**src/tme_pkg.sv**
```systemverilog
// Shared types and constants for the tape machine executor.
// Holds the opcode and fault codes, the queue entry type and the
// sequential address helper; depends on nothing.
package tme_pkg;

    localparam int TAPE_DEPTH = 4096;
    localparam int PROG_DEPTH = 4096;
    localparam int LOOP_DEPTH = 64;

    localparam int PTR_W   = $clog2(TAPE_DEPTH);
    localparam int SCNT_W  = $clog2(LOOP_DEPTH + 1);
    localparam int SIDX_W  = $clog2(LOOP_DEPTH);
    localparam int ADDR_W  = 12;
    localparam int BYTE_W  = 8;
    localparam int FAULT_W = 3;
    localparam int OP_W    = 3;
    localparam int SUM_W   = ADDR_W + 1;

    localparam int S_TDATA_W = 24;
    localparam int M_TDATA_W = 24;

    typedef enum logic [OP_W-1:0] {
        OP_PLUS  = 3'd0,
        OP_MINUS = 3'd1,
        OP_RIGHT = 3'd2,
        OP_LEFT  = 3'd3,
        OP_OPEN  = 3'd4,
        OP_CLOSE = 3'd5,
        OP_OUT   = 3'd6,
        OP_IN    = 3'd7
    } op_t;

    typedef enum logic [FAULT_W-1:0] {
        F_NONE  = 3'd0,
        F_BELOW = 3'd1,
        F_END   = 3'd2,
        F_FULL  = 3'd3,
        F_EMPTY = 3'd4
    } fault_t;

    typedef struct packed {
        op_t               op;
        logic [ADDR_W-1:0] instr_addr;
        logic [BYTE_W-1:0] in_byte;
        logic [ADDR_W-1:0] seq_addr;
    } item_t;

    // (addr + 1) modulo the program depth, kept to the 12-bit address field.
    // addr + 1 never reaches twice the program depth, so one subtract is enough.
    function automatic logic [ADDR_W-1:0] next_seq(input logic [ADDR_W-1:0] addr);
        logic [SUM_W-1:0] sum;
        sum = {1'b0, addr} + SUM_W'(1);
        if (32'(sum) >= PROG_DEPTH) begin
            sum = SUM_W'(32'(sum) - PROG_DEPTH);
        end
        return sum[ADDR_W-1:0];
    endfunction

endpackage

```
**src/tme_front.sv**
```systemverilog
// Front end: accepts instruction transactions, unpacks and classifies them
// and hands queue entries on. Depends on tme_pkg.
module tme_front (
    input  logic                      s_tvalid,
    output logic                      s_tready,
    input  logic [tme_pkg::S_TDATA_W-1:0] s_tdata,
    input  logic                      q_ready,
    input  logic                      clr_busy,
    output logic                      q_push,
    output tme_pkg::item_t            q_item
);

    logic [tme_pkg::ADDR_W-1:0] addr;

    assign addr     = s_tdata[14:3];
    // no intake while the tape is being swept after reset
    assign s_tready = q_ready && !clr_busy;
    assign q_push   = s_tvalid && s_tready;

    always_comb begin
        q_item.op         = tme_pkg::op_t'(s_tdata[2:0]);
        q_item.instr_addr = addr;
        q_item.in_byte    = s_tdata[22:15];
        q_item.seq_addr   = tme_pkg::next_seq(addr);
    end

endmodule

```
**config.mk**
```make
export PLATFORM = sky130hd
export DESIGN_NAME = tme_front
export DESIGN_NICKNAME = d
export VERILOG_FILES = /design/src/tme_pkg.sv /design/src/tme_front.sv
export SDC_FILE = /design/constraint.sdc
export NUM_CORES = 1
export LEC_CHECK = 0
export BUFFER_PORTS_ARGS = -buffer_cell sky130_fd_sc_hd__clkbuf_2
export CAP_MARGIN = 0
export CORE_MARGIN = 4
export CORE_UTILIZATION = 25
export DETAILED_ROUTE_END_ITERATION = 10
export PLACE_DENSITY = 0.78
export SETUP_SLACK_MARGIN = 0.2
export SLEW_MARGIN = 40
export SYNTH_ARGS = -nofsm -noshare
export SYNTH_HDL_FRONTEND = slang
export SYNTH_SLANG_ARGS = --single-unit
```
**constraint.sdc**
```tcl
create_clock -name vclk -period 1
set_input_delay 0.1 -clock vclk [all_inputs]
set_output_delay 0.1 -clock vclk [all_outputs]
set_load 0.005 [all_outputs]
```
Word-level counts from Yosys, hierarchy flattened
Index checks and enable logic that the tools add are counted.
{ "word_totals": {"register_bits": 0, "wordCells": 7, "output_inout_bits": 37, "input_bits": 27} }
{ "classes": {"order_cmp": 1, "n_addsub": 2, "mux": 1, "reduce_logical": 3} }
{ "op_table": {"columns": ["cell", "n"], "rows": [
  ["12-bit by 1-bit adder with 13-bit output, second input constant", 1],
  ["13-bit >= comparator, second input constant", 1],
  ["12-bit two-way mux", 1],
  ["12-bit by 1-bit subtractor with 12-bit output, second input constant", 1],
  ["1-bit logical AND", 2],
  ["1-bit logical NOT", 1]
]} }

Depth between registers and ports, before layout
{ "depth": {"word_depth": 3, "depth_mapped": 4, "depth_no_buf": 4} }

Worst setup path before layout
OpenSTA, ideal clock, no wires.
{ "synth_path": {"kind": "input -> output", "from": "input s_tdata[3] (netlist bit)", "to": "output q_item[8] (netlist bit)", "path_buffers": 0, "path_stages": 4, "required_ps": 900, "arrival_time_ps": 709, "setup_slack_ps": 191, "path_cell_list": "ha_1 > nand2_1 > nor3_1 > xor2_1"} }
{ "synth_rtl": {"columns": ["item", "line_no", "text"], "rows": [
  ["start, declared", "tme_front.sv:6", "input logic [tme_pkg::S_TDATA_W-1:0] s_tdata,"],
  ["end, declared", "tme_front.sv:10", "output tme_pkg::item_t q_item"]
]} }

==> results.md <==
- Crit. Startpoint: s_tdata[4]
- Clkbuf count: 0
- DP HPWL: 964.8 um
- CTS Hold Buffers Added: 0
- Worst-Margin Slew: 0.2114 ns
- Int Power: 180.9 uW
- Max-slew headroom: 85.80%
- DR vias/cell: 4.245
- DP Worst Slack: -0.09465 ns
- Setup crit end kind: output port
- Row cnt: 14
- Pins Over Slew Limit: 0
- Cell taking the most area after synthesis: buf_4
- Chip Height: 48.70 um
- Fin crit share: 97.75%
- Critical path class: input pin to output port
- Count of final hold-check violations: 0
- Die width: 48.70 um
- Worst Min Path Start: s_tdata[0]
- P_leak: 0.4298 nW
- Wire per inst: 11.20 um
- Worst vdd ir: 0.0002024 V
- Clock share of power: 0%
- DRT Pass-1 Iters: 1
- Layout net count: 116
- Area delta synth->final: 95.77%
- Post-Syn Area: 414.1 um2
- Top-count cell post-synth: buf_4
- Post-synthesis sequential area ratio: 0%
- Critical Path RT: 0.90 ns
- Final setup violation count: 0
- CP Launch Type: input pin
- Slowest stage delay, CP: 0.19 ns
- Global-route wire length before repair: 1966 um
- Count of flip-flops and latches: 0
- Synth Area per Inst: 7.669 um2
- Crit-path slowest cell: nor3_4
- Yosys cell types: 15
- WHS Endpoint: q_item[32]
- Synth top cells by count: buf_4, xor2_1, xnor2_1
- Max Cap Violations: 0
- N_diodes: 0
- Core footprint: 1541 um2
- Register area: 0 um2
- Critical Path AT: 0.88 ns
- Outcome: finished, final reports clean
- Comb pwr share: 100.0%
- Psw: 123.7 uW
- Hold Path Class: input pin to output port
- Port-buffer cells: 41
- Fillers: 146
- Vias in the first global route: 444
- Syn Inst Count: 54
- Io pins: 64
- WHS Path Cells: 0
- Initial Utilization: 26.87%
- GRT Residual Overflow: 0
- Synth warn: 0
- GRT Overall Usage: 9.330%
- Post-layout min period: 0.9775 ns
- Ranking of synthesized cells by area: buf_4, xor2_1, xnor2_1, nand4_4, nor4_4
- Syn_nets: 82
- Vias: 433
- RSZ-0062 raised after global routing: yes
- Setup TNS: 0 ns
- Pwr per Cell Area: 375.7 nW/um2
- DRT iter0 DRCs: 0
- Final RePlAce weighted congestion: 0.7844
- Die area: 2372 um2
- Final worst slack: 0.02252 ns
- Highest clock rate: 1023 MHz
- Post-DRT Antenna Nets: 0
- Post-Route WL: 1142 um
- Net Sw Frac: 40.60%
- Largest net degree at the start of global routing: 6
- Synth top area share: 41.69%
- Antenna violations before repair: 0
- Crit path cell chain: clkbuf_16, ha_4, nand2_4, nor3_4, xnor2_1, buf_2
- Critical path fanouts, max: 3
- Reg power frac: 0%
- Layout cell share with drive strength beyond 1: 82.56%
- Residual DRC count: 0
-- cells in the final DEF (no fill, tap or decap), types with 2 or more instances in the layout --
master	synthesis	layout
nand2_2	0	2
clkbuf_2	0	22
nand3_2	0	2
buf_2	0	10
buf_6	0	6
nor3_4	0	3
nor2_4	0	2
nand3_4	1	2
inv_1	3	3
clkbuf_16	0	3
xor2_1	6	6
xnor2_1	4	3
buf_4	23	9
buf_8	0	4
-- metrics by stage --
stage	instances	hold slack (ns)	util, %	power (mW)	area, um2
detailed placement	97	0.2000	34.98	0.2067	539.3
global route	102	0.2000	52.60	0.3295	810.8
CTS	100	0.2000	48.05	0.2801	740.7
global placement	97	0.2000	34.98	0.2033	539.3
floorplan	54	0.2265	-	0.1307	419.2
finish	102	0.2000	52.60	0.3046	810.8
-- kinds of logic after synthesis --
family	count (synthesis)	synth area share, %
XOR/XNOR	10	21.15
adder cells (fa/ha/maj)	1	3.021
buffers and inverters	26	44.41
AND/OR/NAND/NOR	17	31.42
-- metal layers --
layer  global-route usage [%]  part of all wire [%]  routed length, um  up-vias
met5                        0                     0                  0        -
met4                    1.345                  0.88                 10        0
met3                    2.454                    13                143        2
met2                    18.26                    56                638       29
met1                    9.890                    31                349      187
li1                         -                     -                  -      215
-- power by group through the flow --
stage | clock [mW] | sequential [mW] | combinational (mW)
final | 0 | 0 | 0.305
after global routing | 0 | 0 | 0.330
after CTS | 0 | 0 | 0.280
after detailed placement | 0 | 0 | 0.207
after global placement | 0 | 0 | 0.203
after floorplan | 0 | 0 | 0.131
-- worst max-delay path by stage --
stage                       endpoint  cells after the start  slack, ns
after global placement    q_item[10]                      6      -0.09
after CTS                 q_item[11]                      5      -0.04
final                     q_item[10]                      6       0.02
after global routing      q_item[10]                      6      -0.02
after detailed placement  q_item[10]                      6      -0.09
after floorplan           q_item[10]                      4       0.21
-- critical path, delay by kind of cell --
family,cells,cell delay (ns)
and+or+nand+nor,2,0.27
adders and majority gates,1,0.14
buffers and inverters,2,0.24
xor gates and xnor gates,1,0.12
-- timing repair --
action / CTS / global route
pin swaps: 15 / 13
buffers inserted: 3 / 2
endpoints found under the hold margin: 0 / 0
setup endpoints to repair: 10 / 10
gates resized for setup: 31 / 24
-- final cells by class --
cell class | count | area [um2] | area share, %
Timing Repair Buffer | 55 | 450.4 | 55.56
Multi-Input combinational cell | 28 | 329.1 | 40.59
Tap cell | 16 | 20.02 | 2.469
Inverter | 3 | 11.26 | 1.389
Note: power is estimated with default switching activity, not from simulation.
