===== src/tme_pkg.sv =====
// Shared types and constants for the tape machine executor.
// Holds the opcode and fault codes, the queue entry type and the
// sequential address helper; depends on nothing.
package tme_pkg;

    localparam int TAPE_DEPTH = 4096;
    localparam int PROG_DEPTH = 4096;
    localparam int LOOP_DEPTH = 64;

    localparam int PTR_W   = $clog2(TAPE_DEPTH);
    localparam int SCNT_W  = $clog2(LOOP_DEPTH + 1);
    localparam int SIDX_W  = $clog2(LOOP_DEPTH);
    localparam int ADDR_W  = 12;
    localparam int BYTE_W  = 8;
    localparam int FAULT_W = 3;
    localparam int OP_W    = 3;
    localparam int SUM_W   = ADDR_W + 1;

    localparam int S_TDATA_W = 24;
    localparam int M_TDATA_W = 24;

    typedef enum logic [OP_W-1:0] {
        OP_PLUS  = 3'd0,
        OP_MINUS = 3'd1,
        OP_RIGHT = 3'd2,
        OP_LEFT  = 3'd3,
        OP_OPEN  = 3'd4,
        OP_CLOSE = 3'd5,
        OP_OUT   = 3'd6,
        OP_IN    = 3'd7
    } op_t;

    typedef enum logic [FAULT_W-1:0] {
        F_NONE  = 3'd0,
        F_BELOW = 3'd1,
        F_END   = 3'd2,
        F_FULL  = 3'd3,
        F_EMPTY = 3'd4
    } fault_t;

    typedef struct packed {
        op_t               op;
        logic [ADDR_W-1:0] instr_addr;
        logic [BYTE_W-1:0] in_byte;
        logic [ADDR_W-1:0] seq_addr;
    } item_t;

    // (addr + 1) modulo the program depth, kept to the 12-bit address field.
    // addr + 1 never reaches twice the program depth, so one subtract is enough.
    function automatic logic [ADDR_W-1:0] next_seq(input logic [ADDR_W-1:0] addr);
        logic [SUM_W-1:0] sum;
        sum = {1'b0, addr} + SUM_W'(1);
        if (32'(sum) >= PROG_DEPTH) begin
            sum = SUM_W'(32'(sum) - PROG_DEPTH);
        end
        return sum[ADDR_W-1:0];
    endfunction

endpackage


===== src/tme_queue.sv =====
// Two-entry queue between the front end and the execute stage.
// Depends on tme_pkg for the entry type.
module tme_queue (
    input  logic           aclk,
    input  logic           aresetn,
    input  logic           push,
    input  tme_pkg::item_t push_item,
    output logic           ready,
    input  logic           pop,
    output logic           valid,
    output tme_pkg::item_t head
);

    tme_pkg::item_t slot_reg [2];
    logic       wr_ptr_reg, wr_ptr_next;
    logic       rd_ptr_reg, rd_ptr_next;
    logic [1:0] count_reg, count_next;

    assign ready = (count_reg != 2'd2);
    assign valid = (count_reg != 2'd0);
    assign head  = slot_reg[rd_ptr_reg];

    always_comb begin
        wr_ptr_next = push ? !wr_ptr_reg : wr_ptr_reg;
        rd_ptr_next = pop ? !rd_ptr_reg : rd_ptr_reg;
        count_next  = count_reg + 2'(push) - 2'(pop);
    end

    always_ff @(posedge aclk) begin
        if (!aresetn) begin
            wr_ptr_reg <= 1'b0;
            rd_ptr_reg <= 1'b0;
            count_reg  <= 2'd0;
        end else begin
            wr_ptr_reg <= wr_ptr_next;
            rd_ptr_reg <= rd_ptr_next;
            count_reg  <= count_next;
        end
    end

    always_ff @(posedge aclk) begin
        if (push) begin
            slot_reg[wr_ptr_reg] <= push_item;
        end
    end

endmodule


===== config.mk =====
export PLATFORM = sky130hd
export DESIGN_NAME = tme_queue
export DESIGN_NICKNAME = d
export VERILOG_FILES = /design/src/tme_pkg.sv /design/src/tme_queue.sv
export SDC_FILE = /design/constraint.sdc
export NUM_CORES = 1
export LEC_CHECK = 0
export BUFFER_PORTS_ARGS = -buffer_cell sky130_fd_sc_hd__buf_2
export CORE_MARGIN = 2
export CORE_UTILIZATION = 30
export CTS_CLUSTER_DIAMETER = 80
export DETAILED_ROUTE_END_ITERATION = 12
export SLEW_MARGIN = 20
export SYNTH_ARGS = -nofsm -noshare
export SYNTH_HDL_FRONTEND = slang
export SYNTH_SLANG_ARGS = --single-unit

===== constraint.sdc =====
create_clock -name aclk -period 8.5 [get_ports aclk]
set_input_delay 2.125 -clock aclk [delete_from_list [all_inputs] [get_ports aclk]]
set_output_delay 2.125 -clock aclk [all_outputs]
set_load 0.01 [all_outputs]

Word level (Yosys, flattened, before mapping)
Memories as Yosys holds them, arrays and structs flattened. A register that Yosys moved wholly into a read port is not among the register bits.
Cells that the tools add are included.
{"block": "totals", "register_bits": 4, "latch_bits": 0, "mem_bits_rw": 70, "rom_bits": 0, "in_bits": 39, "output_inout_bits": 37, "word_cells": 14, "memories": 1}
{"name": "slot_reg", "depth": 2, "width": 35, "rd": 1, "rd_ports_with_merged_regs": 1, "write_ports": 1, "line": "tme_queue.sv:14", "source": "tme_pkg::item_t slot_reg [2];"}
{"block": "classes", "addsub": 2, "mul": 0, "div_mod_pow": 0, "n_lt_le_gt_ge": 0, "eq_ne": 1, "shift": 0, "mux": 4, "n_bitwise": 0, "n_reduce_logical": 3}
{"op": "1-bit 2-to-1 mux", "n": 4}
{"op": "2-bit by 1-bit adder with 2-bit output", "n": 1}
{"op": "1-bit logical NOT", "n": 2}
{"op": "2-bit != test (second input constant)", "n": 1}
{"op": "2-bit nonzero test", "n": 1}
{"op": "2-bit by 1-bit subtractor with 2-bit output", "n": 1}

Longest topological paths before layout
Gate-level depths: netlist of the first run.
{"block": "depth", "ltp_word": 3, "ltp_mapped": 6, "ltp_nobuf": 6}

Worst setup path after synthesis of the first run
Ideal clock, no wire load.
{"block": "synth_path", "path_kind": "input to register", "startpoint": "in push", "endpoint": "mem slot_reg[0][0] in the netlist's numbering (enable)", "setup_time_ns": 0.433, "arrival_ns": 3.732, "path_slack_ns": 4.336, "path_stages": 1, "n_path_buf": 0, "path_cell_list": "nor2b_1"}
{"block": "synth_between", "elab_chain_len": 2}
{"element": "start: declaration", "line": "tme_queue.sv:6", "source": "input logic push,"}
{"element": "1-bit 2-to-1 mux", "line": "tme_queue.sv:42", "source": "if (push) begin"}
{"element": "1-bit 2-to-1 mux (not written as such)", "line": "tme_queue.sv:43", "source": "slot_reg[wr_ptr_reg] <= push_item;"}
{"element": "end: declaration", "line": "tme_queue.sv:14"}
No other way between the ends.

==> results.json, run 1 <==
{
  "grt_remaining_overflow": 0,
  "num_vias": 1416,
  "synth_top_family_by_area": "multiplexers",
  "critical_path.max_stage_delay_ns": 0.78,
  "cp_slowest_cell": "dfxtp_4",
  "period_needed_ns": 3.79,
  "n_antenna_cell": 0,
  "finalSetupViolations": 0,
  "antenna_found_initial": 0,
  "wl_mm": 4.95,
  "ir_drop_v": 0.0000798,
  "ys_types": 15,
  "synthesis.area_sq_um": 2910,
  "post-route-util_pct": 38.8,
  "grt_pass1_wl_mm": 7.33,
  "r2r-start": "wr_ptr_reg$_SDFFE_PN0P_",
  "synth_compound_gate_area_share_pct": 0.258,
  "synth_mux_area_share_pct": 17.4,
  "synth-xor-area-share_pct": 1.08,
  "r2r-end": "slot_reg[1][24]$_DFFE_PP_",
  "insertion_delay_ns": 0.35,
  "critical_path_class": "reg -> out",
  "layout.cells.most_common_list": "buf_2, edfxtp_1, mux2_4, clkbuf_8, mux2_2",
  "cp_max_fo": 35,
  "clkTransAtPathRegs_ns": 0.07,
  "synth_area_leaders": "edfxtp_1, mux2_4, dfxtp_1",
  "row_count": 35,
  "ctsHtreeMaxLevel": 3,
  "ctsHoldBuffers": 0,
  "clock_path_buffers": 2,
  "crit_path_end": "head[2]",
  "rsz0062_at_grt": "no",
  "finalHoldViolCount": 0,
  "drt_iter0_markers": 38,
  "largest_reg_flops": 70,
  "fin_crit_sh_pct": 44.6,
  "cts_setup_buffers": 0,
  "grt_max_degree": 37,
  "clock-sinks": 75,
  "cp_cell_sequence": "mux2_2 > buf_2",
  "cp.arrival_ns": 1.67,
  "die_h_microns": 102,
  "grt.met1_usage_pct": 10.9,
  "syn_inst": 130,
  "ant_nets": 0,
  "track_usage_pct": 9.91,
  "syn_area_per_cell_sq_um": 22.3,
  "drv_cap": 0,
  "cts_made_buffers": 9,
  "yosys.area_share.simple_pct": 1.85,
  "cts_root_buf": "clkbuf_8",
  "dieArea_sq_um": 10500,
  "drc_errors": 0,
  "grt_pass1_vias": 1470,
  "nets": 254,
  "yosysTopAreaCell": "edfxtp_1",
  "placed_cells": 330,
  "firstDrtPassIters": 4,
  "p_leak_nw": 1.42,
  "gp_congestion": 0.708,
  "ctsResizeCount": 0,
  "fp.dieW_microns": 102,
  "grt-busiest-layer": "met2",
  "pwr_density_cell_nw_per_um2": 226,
  "final_common_cell": "buf_2",
  "netlist.area_leader.share_pct": 72.4,
  "final_layout_size_suffix_gt1_share_pct": 60.1,
  "worst-r2r-setup-slack_ns": 6.96,
  "cts_tree": "yes",
  "port_buffers": 75,
  "fmax_mhz": 264,
  "via_per_inst": 4.08,
  "seq_area_frac_synth_pct": 75.8,
  "fin_setup_tns_ns": 0,
  "clock_skew_ns": 0.0133,
  "slew_viol_final": 0,
  "required_ns": 6.38,
  "max_slew_margin_pct": 41.0,
  "use_met3_pct": 3.42,
  "yosys_register_bits": 75,
  "synth_fa_ha_area_share_pct": 0.861,
  "ff2ff_path_depth": 1,
  "min_path_type": "reg -> reg",
  "start_util_pct": 31.1,
  "worst_pin_slew_ns": 0.885,
  "yosysWarningCount": 0,
  "synthToLayoutAreaGrowth_pct": 24.6,
  "end_kind": "output pin",
  "io_pins": 76,
  "routedWlPerCell_microns": 14.3,
  "status": "completed",
  "instances_no_fill": 347,
  "critPathLaunchType": "flop",
  "core_area_sq_um": 9330,
  "mappedNetlistNets": 171,
  "met2_usage_pct": 16.1
}
-- Yosys cell counts --
library cell   n
inv_1          2
dfxtp_1        5
nor2b_1        3
buf_12         3
mux2_2         5
xor2_1         1
ha_1           2
and2_1         4
xnor3_1        1
or2_2          1
edfxtp_1      70
mux2_4        30
buf_6          1
nand2_1        1
o21a_1         1
-- how the worst min path moves through the flow --
stage | startpoint | end | cells after the start
after global placement | rd_ptr_reg$_SDFFE_PN0P_ | flop | 2
after floorplan | rd_ptr_reg$_SDFFE_PN0P_ | flop | 2
after global routing | rd_ptr_reg$_SDFFE_PN0P_ | flop | 2
final | rd_ptr_reg$_SDFFE_PN0P_ | flop | 2
after detailed placement | rd_ptr_reg$_SDFFE_PN0P_ | rd_ptr_reg$_SDFFE_PN0P_ | 2
after CTS | rd_ptr_reg$_SDFFE_PN0P_ | rd_ptr_reg$_SDFFE_PN0P_ | 2
-- power breakdown --
group	switching, W	internal (W)	leakage (nW)	total, W
Clock	0.000130	0.000152	0.102	0.000282
Combinational	0.0000386	0.0000554	0.623	0.0000941
Sequential	0.0000150	0.000426	0.699	0.000441
-- layout make-up --
type / count / area (sq um)
timing repair buffer: 76 / 403
clock inverter: 5 / 58.8
multi-input combinational: 49 / 633
clock buffer: 11 / 151
inverter: 2 / 7.51
fill: 894 / 5710
sequential: 75 / 2210
tap: 129 / 161
-- stage by stage --
step | worst slack (ns) | instance area, sq um | hold WS, ns | total power, W
floorplan | 4.34 | 2910 | 0.555 | 0.000511
CTS | 4.66 | 3590 | 0.596 | 0.000827
global route | 4.60 | 3620 | 0.622 | 0.000854
finish | 4.71 | 3620 | 0.585 | 0.000817
detailed placement | 4.92 | 3380 | 0.582 | 0.000545
global placement | 4.69 | 3380 | 0.559 | 0.000543
-- kinds of logic (layout without fill, tap and decap cells) --
| family | after synthesis | in the layout |
|---|---|---|
| DFF | 75 | 75 |
| muxes | 35 | 35 |
| and+or+nand+nor | 9 | 9 |
| buffers and inverters | 6 | 94 |
| adders and majority gates | 2 | 2 |
| xor gates and xnor gates | 2 | 2 |
| AOI/OAI and AO/OA | 1 | 1 |
-- routing by layer --
metal | vias to the layer above | share of wire, %
met5 | - | 0
met4 | 0 | 2.7
met3 | 9 | 4.8
met2 | 44 | 53
met1 | 696 | 40
li1 | 667 | -
-- critical path, delay by kind of cell (launching register included) --
family | cells | cell delay, ns
buf+inv | 1 | 0.14
flops | 1 | 0.78
mux | 1 | 0.41
No activity file was read; power rests on OpenSTA's default activity.
==> run 2, diff against run 1 <==
==> constraint.sdc (replaced) <==
create_clock -name aclk -period 3.4 [get_ports aclk]
set_input_delay 0.85 -clock aclk [delete_from_list [all_inputs] [get_ports aclk]]
set_output_delay 0.85 -clock aclk [all_outputs]
set_load 0.01 [all_outputs]
==> run 2 against run 1 <==
  * Count of clock-buffer cells in the layout shrank 1
  * Setup slack worse by 3.9 ns
  * Worst hold slack better by 0.0021 ns
  * Combinational power rose to 2.7 times the previous value
  * Flip-flop and latch count unchanged
  * Global-route usage grew 0.39 points
  * Critical path type unchanged
  * Largest cell class unchanged
==> results.json, run 2 (synthesis results as in run 1) <==
{
  "fmax_mhz": 388,
  "cp_top_family": "flip-flops",
  "rsz0062_at_grt": "no",
  "n_antenna_cell": 0,
  "place_hpwl_mm": 3.39,
  "clock_path_buffers": 2,
  "routedWlPerCell_microns": 14.6,
  "final_common_cell": "buf_2",
  "pwr_density_cell_nw_per_um2": 556,
  "firstDrtPassIters": 4,
  "ant_nets": 0,
  "wl_met1_mm": 2.10,
  "maxUsedRoutingLayer": "met4",
  "post-place-ws_ns": 1.13,
  "min_path_type": "reg -> reg",
  "ff2ff_path_depth": 1,
  "num_vias": 1426,
  "fp.dieW_microns": 102,
  "required_ns": 2.55,
  "worst_pin_slew_ns": 0.895,
  "wl_mm": 5.08,
  "insertion_delay_ns": 0.33,
  "final_layout_size_suffix_gt1_share_pct": 59.8,
  "clock-sinks": 75,
  "drt_iter0_markers": 33,
  "synthToLayoutAreaGrowth_pct": 23.9,
  "port_buffers": 75,
  "cp_cell_sequence": "buf_12 > mux2_2 > buf_2",
  "row_count": 35,
  "antenna_found_initial": 0,
  "ctsHtreeMaxLevel": 3,
  "grt_max_degree": 37,
  "status": "completed",
  "finalHoldViolCount": 0,
  "fin_setup_tns_ns": 0,
  "cp.arrival_ns": 1.73,
  "layout.cells.most_common_list": "buf_2, edfxtp_1, mux2_4, clkbuf_8, mux2_2",
  "fin_ws_ns": 0.821,
  "fin_crit_sh_pct": 75.8,
  "period_needed_ns": 2.58,
  "dpl_cell_area_sq_um": 3410,
  "dr_wl_met3_microns": 257,
  "p_leak_nw": 1.42,
  "drv_cap": 0,
  "finalSetupViolations": 0,
  "nets": 255,
  "cts_root_buf": "clkbuf_8",
  "grt_pass1_wl_mm": 7.73,
  "drc_errors": 0,
  "holdPathStages": 2,
  "max_slew_margin_pct": 40.4,
  "met2WireLength_mm": 2.68,
  "cts_tree": "yes",
  "slew_viol_final": 0,
  "critical_path_class": "reg -> out",
  "grt_pass1_vias": 1526,
  "core_area_sq_um": 9330,
  "cp_max_fo": 24,
  "dieArea_sq_um": 10500,
  "cp.depth": 3,
  "cts_setup_buffers": 0,
  "ctsResizeCount": 0,
  "cp_num_buf_inv": 2,
  "gp_congestion": 0.659,
  "cp_slowest_cell": "dfxtp_2",
  "via_per_inst": 4.10,
  "clock_skew_ns": 0.00449,
  "track_usage_pct": 10.3,
  "total_power_w": 0.00200,
  "start_util_pct": 31.1,
  "cts_made_buffers": 9,
  "ctsHoldBuffers": 0,
  "io_pins": 76,
  "largest_reg_flops": 70,
  "grt_remaining_overflow": 0,
  "critPathLaunchType": "flop",
  "critical_path.max_stage_delay_ns": 0.62,
  "final_cell_area_sq_um": 3600,
  "die_h_microns": 102,
  "ir_drop_v": 0.000191,
  "clkTransAtPathRegs_ns": 0.08,
  "end_kind": "output pin"
}
[run 2: per-layer routing]
metal | global-route usage [%] | vias to the layer above
li1 | - | 669
met1 | 12.2 | 708
met2 | 16.5 | 45
met5 | 0 | -
met4 | 5.54 | 0
met3 | 3.63 | 4
[run 2: cell type report]
| type | instances | area (sq um) |
|---|---|---|
| inverters | 2 | 7.51 |
| flip-flops and latches | 75 | 2200 |
| clock inverters | 6 | 65.1 |
| well taps | 129 | 161 |
| repair buffers | 77 | 403 |
| multi-input cells | 49 | 633 |
| fillers | 893 | 5730 |
| clock buffers | 10 | 128 |
[run 2: worst paths after layout]
check,from,slack (ns),endpoint
max,flop,0.82,head[0]
min,rd_ptr_reg$_SDFFE_PN0P_,0.59,rd_ptr_reg$_SDFFE_PN0P_
max reg2reg,wr_ptr_reg$_SDFFE_PN0P_,1.85,slot_reg[1][28]$_DFFE_PP_
min reg2reg,rd_ptr_reg$_SDFFE_PN0P_,0.59,rd_ptr_reg$_SDFFE_PN0P_
[run 2: stage by stage]
step | std cells | hold slack (ns) | util, %
4_1_cts | 348 | 0.588 | 38.6
6_report | 348 | 0.587 | 38.6
3_3_place_gp | 332 | 0.563 | 36.5
5_1_grt | 348 | 0.627 | 38.6
2_1_floorplan | 130 | 0.555 | -
3_5_place_dp | 332 | 0.576 | 36.5
[run 2: where the power goes]
part	internal [W]	switching [W]	leakage (nW)	total (W)
sequential	0.00107	0.0000241	0.699	0.00109
clock	0.000342	0.000320	0.0971	0.000662
combinational	0.000139	0.000111	0.624	0.000250
total	0.00155	0.000455	1.42	0.00200
==> run 3, diff against run 2 <==
==> constraint.sdc (replaced) <==
create_clock -name aclk -period 2.2 [get_ports aclk]
set_input_delay 0.55 -clock aclk [delete_from_list [all_inputs] [get_ports aclk]]
set_output_delay 0.55 -clock aclk [all_outputs]
set_load 0.01 [all_outputs]
==> run 3 against run 2 <==
  * Via count is 1.5% lower
  * Utilization is 0.32 points higher
  * Die area stayed put
  * Routed wire length is 4.3% lower
  * Sequential power is 53% higher
  * First-iteration DRC count is 9.1% lower
  * Register-to-register slack worse by 1.0 ns
  * Non-clock buffer count is 2 higher
  * Combinational power is 63% higher
  * Critical path depth stayed put
  * Power is 52% higher
  * Critical path type unchanged
==> results.json, run 3 (synthesis results as in run 1) <==
{
  "io_pins": 76,
  "fp.dieW_microns": 102,
  "fin_ws_ns": 0.219,
  "final_cell_area_sq_um": 3630,
  "min_path_type": "in -> reg",
  "worst-r2r-setup-slack_ns": 0.82,
  "grt_max_degree": 26,
  "cts_made_buffers": 9,
  "finalSetupViolations": 0,
  "ctsHtreeMaxLevel": 3,
  "die_h_microns": 102,
  "fin_crit_sh_pct": 90.0,
  "status": "completed",
  "fmax_mhz": 505,
  "cp_max_fo": 25,
  "largest_reg_flops": 70,
  "cts_tree": "yes",
  "fin_setup_tns_ns": 0,
  "start_util_pct": 31.1,
  "finalHoldViolCount": 0,
  "core_area_sq_um": 9330,
  "total_power_w": 0.00304,
  "nets": 257,
  "period_needed_ns": 1.98,
  "place_hpwl_mm": 3.26,
  "grt_pass1_wl_mm": 7.23,
  "pwr_density_cell_nw_per_um2": 837,
  "ir_drop_v": 0.000288,
  "via_per_inst": 4.01,
  "antenna_found_initial": 0,
  "cts_setup_buffers": 0,
  "worst_pin_slew_ns": 0.440,
  "clkTransAtPathRegs_ns": 0.08,
  "critPathLaunchType": "flop",
  "max_slew_margin_pct": 70.6,
  "post-place-ws_ns": 0.501,
  "clock-sinks": 75,
  "insertion_delay_ns": 0.34,
  "n_antenna_cell": 0,
  "synthToLayoutAreaGrowth_pct": 25.0,
  "port_buffers": 75,
  "drv_cap": 0,
  "nFillCells": 865,
  "cp.arrival_ns": 1.43,
  "drc_errors": 0,
  "num_vias": 1405,
  "grt_remaining_overflow": 0,
  "end_kind": "output pin",
  "ctsHoldBuffers": 0,
  "dpl_cell_area_sq_um": 3450,
  "clock_skew_ns": 0.00521,
  "routedWlPerCell_microns": 13.9,
  "firstDrtPassIters": 4,
  "critical_path_class": "reg -> out",
  "track_usage_pct": 9.63,
  "wl_mm": 4.86,
  "gp_congestion": 0.664,
  "final_layout_size_suffix_gt1_share_pct": 60.6,
  "final_common_cell": "buf_2",
  "clock_path_buffers": 2,
  "ant_nets": 0,
  "slew_viol_final": 0,
  "rsz0062_at_grt": "no",
  "p_leak_nw": 1.43,
  "r2r-start": "count_reg[0]$_SDFF_PN0_",
  "layout.cells.most_common_list": "buf_2, edfxtp_1, mux2_4, clkbuf_8, mux2_2",
  "post-route-util_pct": 38.9,
  "drt_iter0_markers": 30,
  "min_from": "push_item[31]",
  "row_count": 35,
  "required_ns": 1.65,
  "grt_pass1_vias": 1505,
  "cts_root_buf": "clkbuf_8",
  "ctsResizeCount": 0,
  "dieArea_sq_um": 10500
}
==> run 3: cell types whose count changed in the layout (fill, tap and decap cells not counted), sizes merged <==
cell / delta
clkinv: +1
clkbuf: -1
inv: +1
buf: +2
bufinv: -1
==> run 3: metrics by stage <==
stage	hold slack (ns)	cells
6_report	0.385	350
5_1_grt	0.357	350
4_1_cts	0.358	350
3_5_place_dp	0.573	334
3_3_place_gp	0.572	334
2_1_floorplan	0.555	130
==> run 3: report_power, final <==
part	internal, W	switching, W	total, W
Sequential	0.00165	0.0000239	0.00167
Combinational	0.000224	0.000185	0.000408
Clock	0.000426	0.000535	0.000962
Total	0.00230	0.000744	0.00304
==> run 3: area by class of cell <==
type | instances | area (sq um) | share of cell area [%]
Timing Repair Buffer | 79 | 443 | 12.2
Multi-Input combinational cell | 49 | 633 | 17.4
Clock buffer | 9 | 124 | 3.41
Clock inverter | 7 | 58.8 | 1.62
Sequential cell | 75 | 2200 | 60.7
Inverter | 2 | 7.51 | 0.207
Tap cell | 129 | 161 | 4.45
==> run 3: path summary, 6_finish.rpt <==
check	endpoint	cells past startpoint
worst min register to register	flop	2
worst min-delay path	slot_reg[1][31]$_DFFE_PP_	1
worst max-delay path	head[34]	3
worst max register to register	count_reg[1]$_SDFF_PN0_	6
==> run 3: layer usage <==
metal	share of wire, %	track usage, %	routed length [microns]
met4	2.4	6.77	118
met2	50	15.8	2420
met1	42	10.5	2020
met5	0	0	0
met3	6.3	3.21	305
==> run 3: critical path, cell delays in order, from the launching register on <==
cell and delay, ns:
dfxtp_2 0.35, buf_12 0.21, mux2_2 0.36, buf_2 0.14
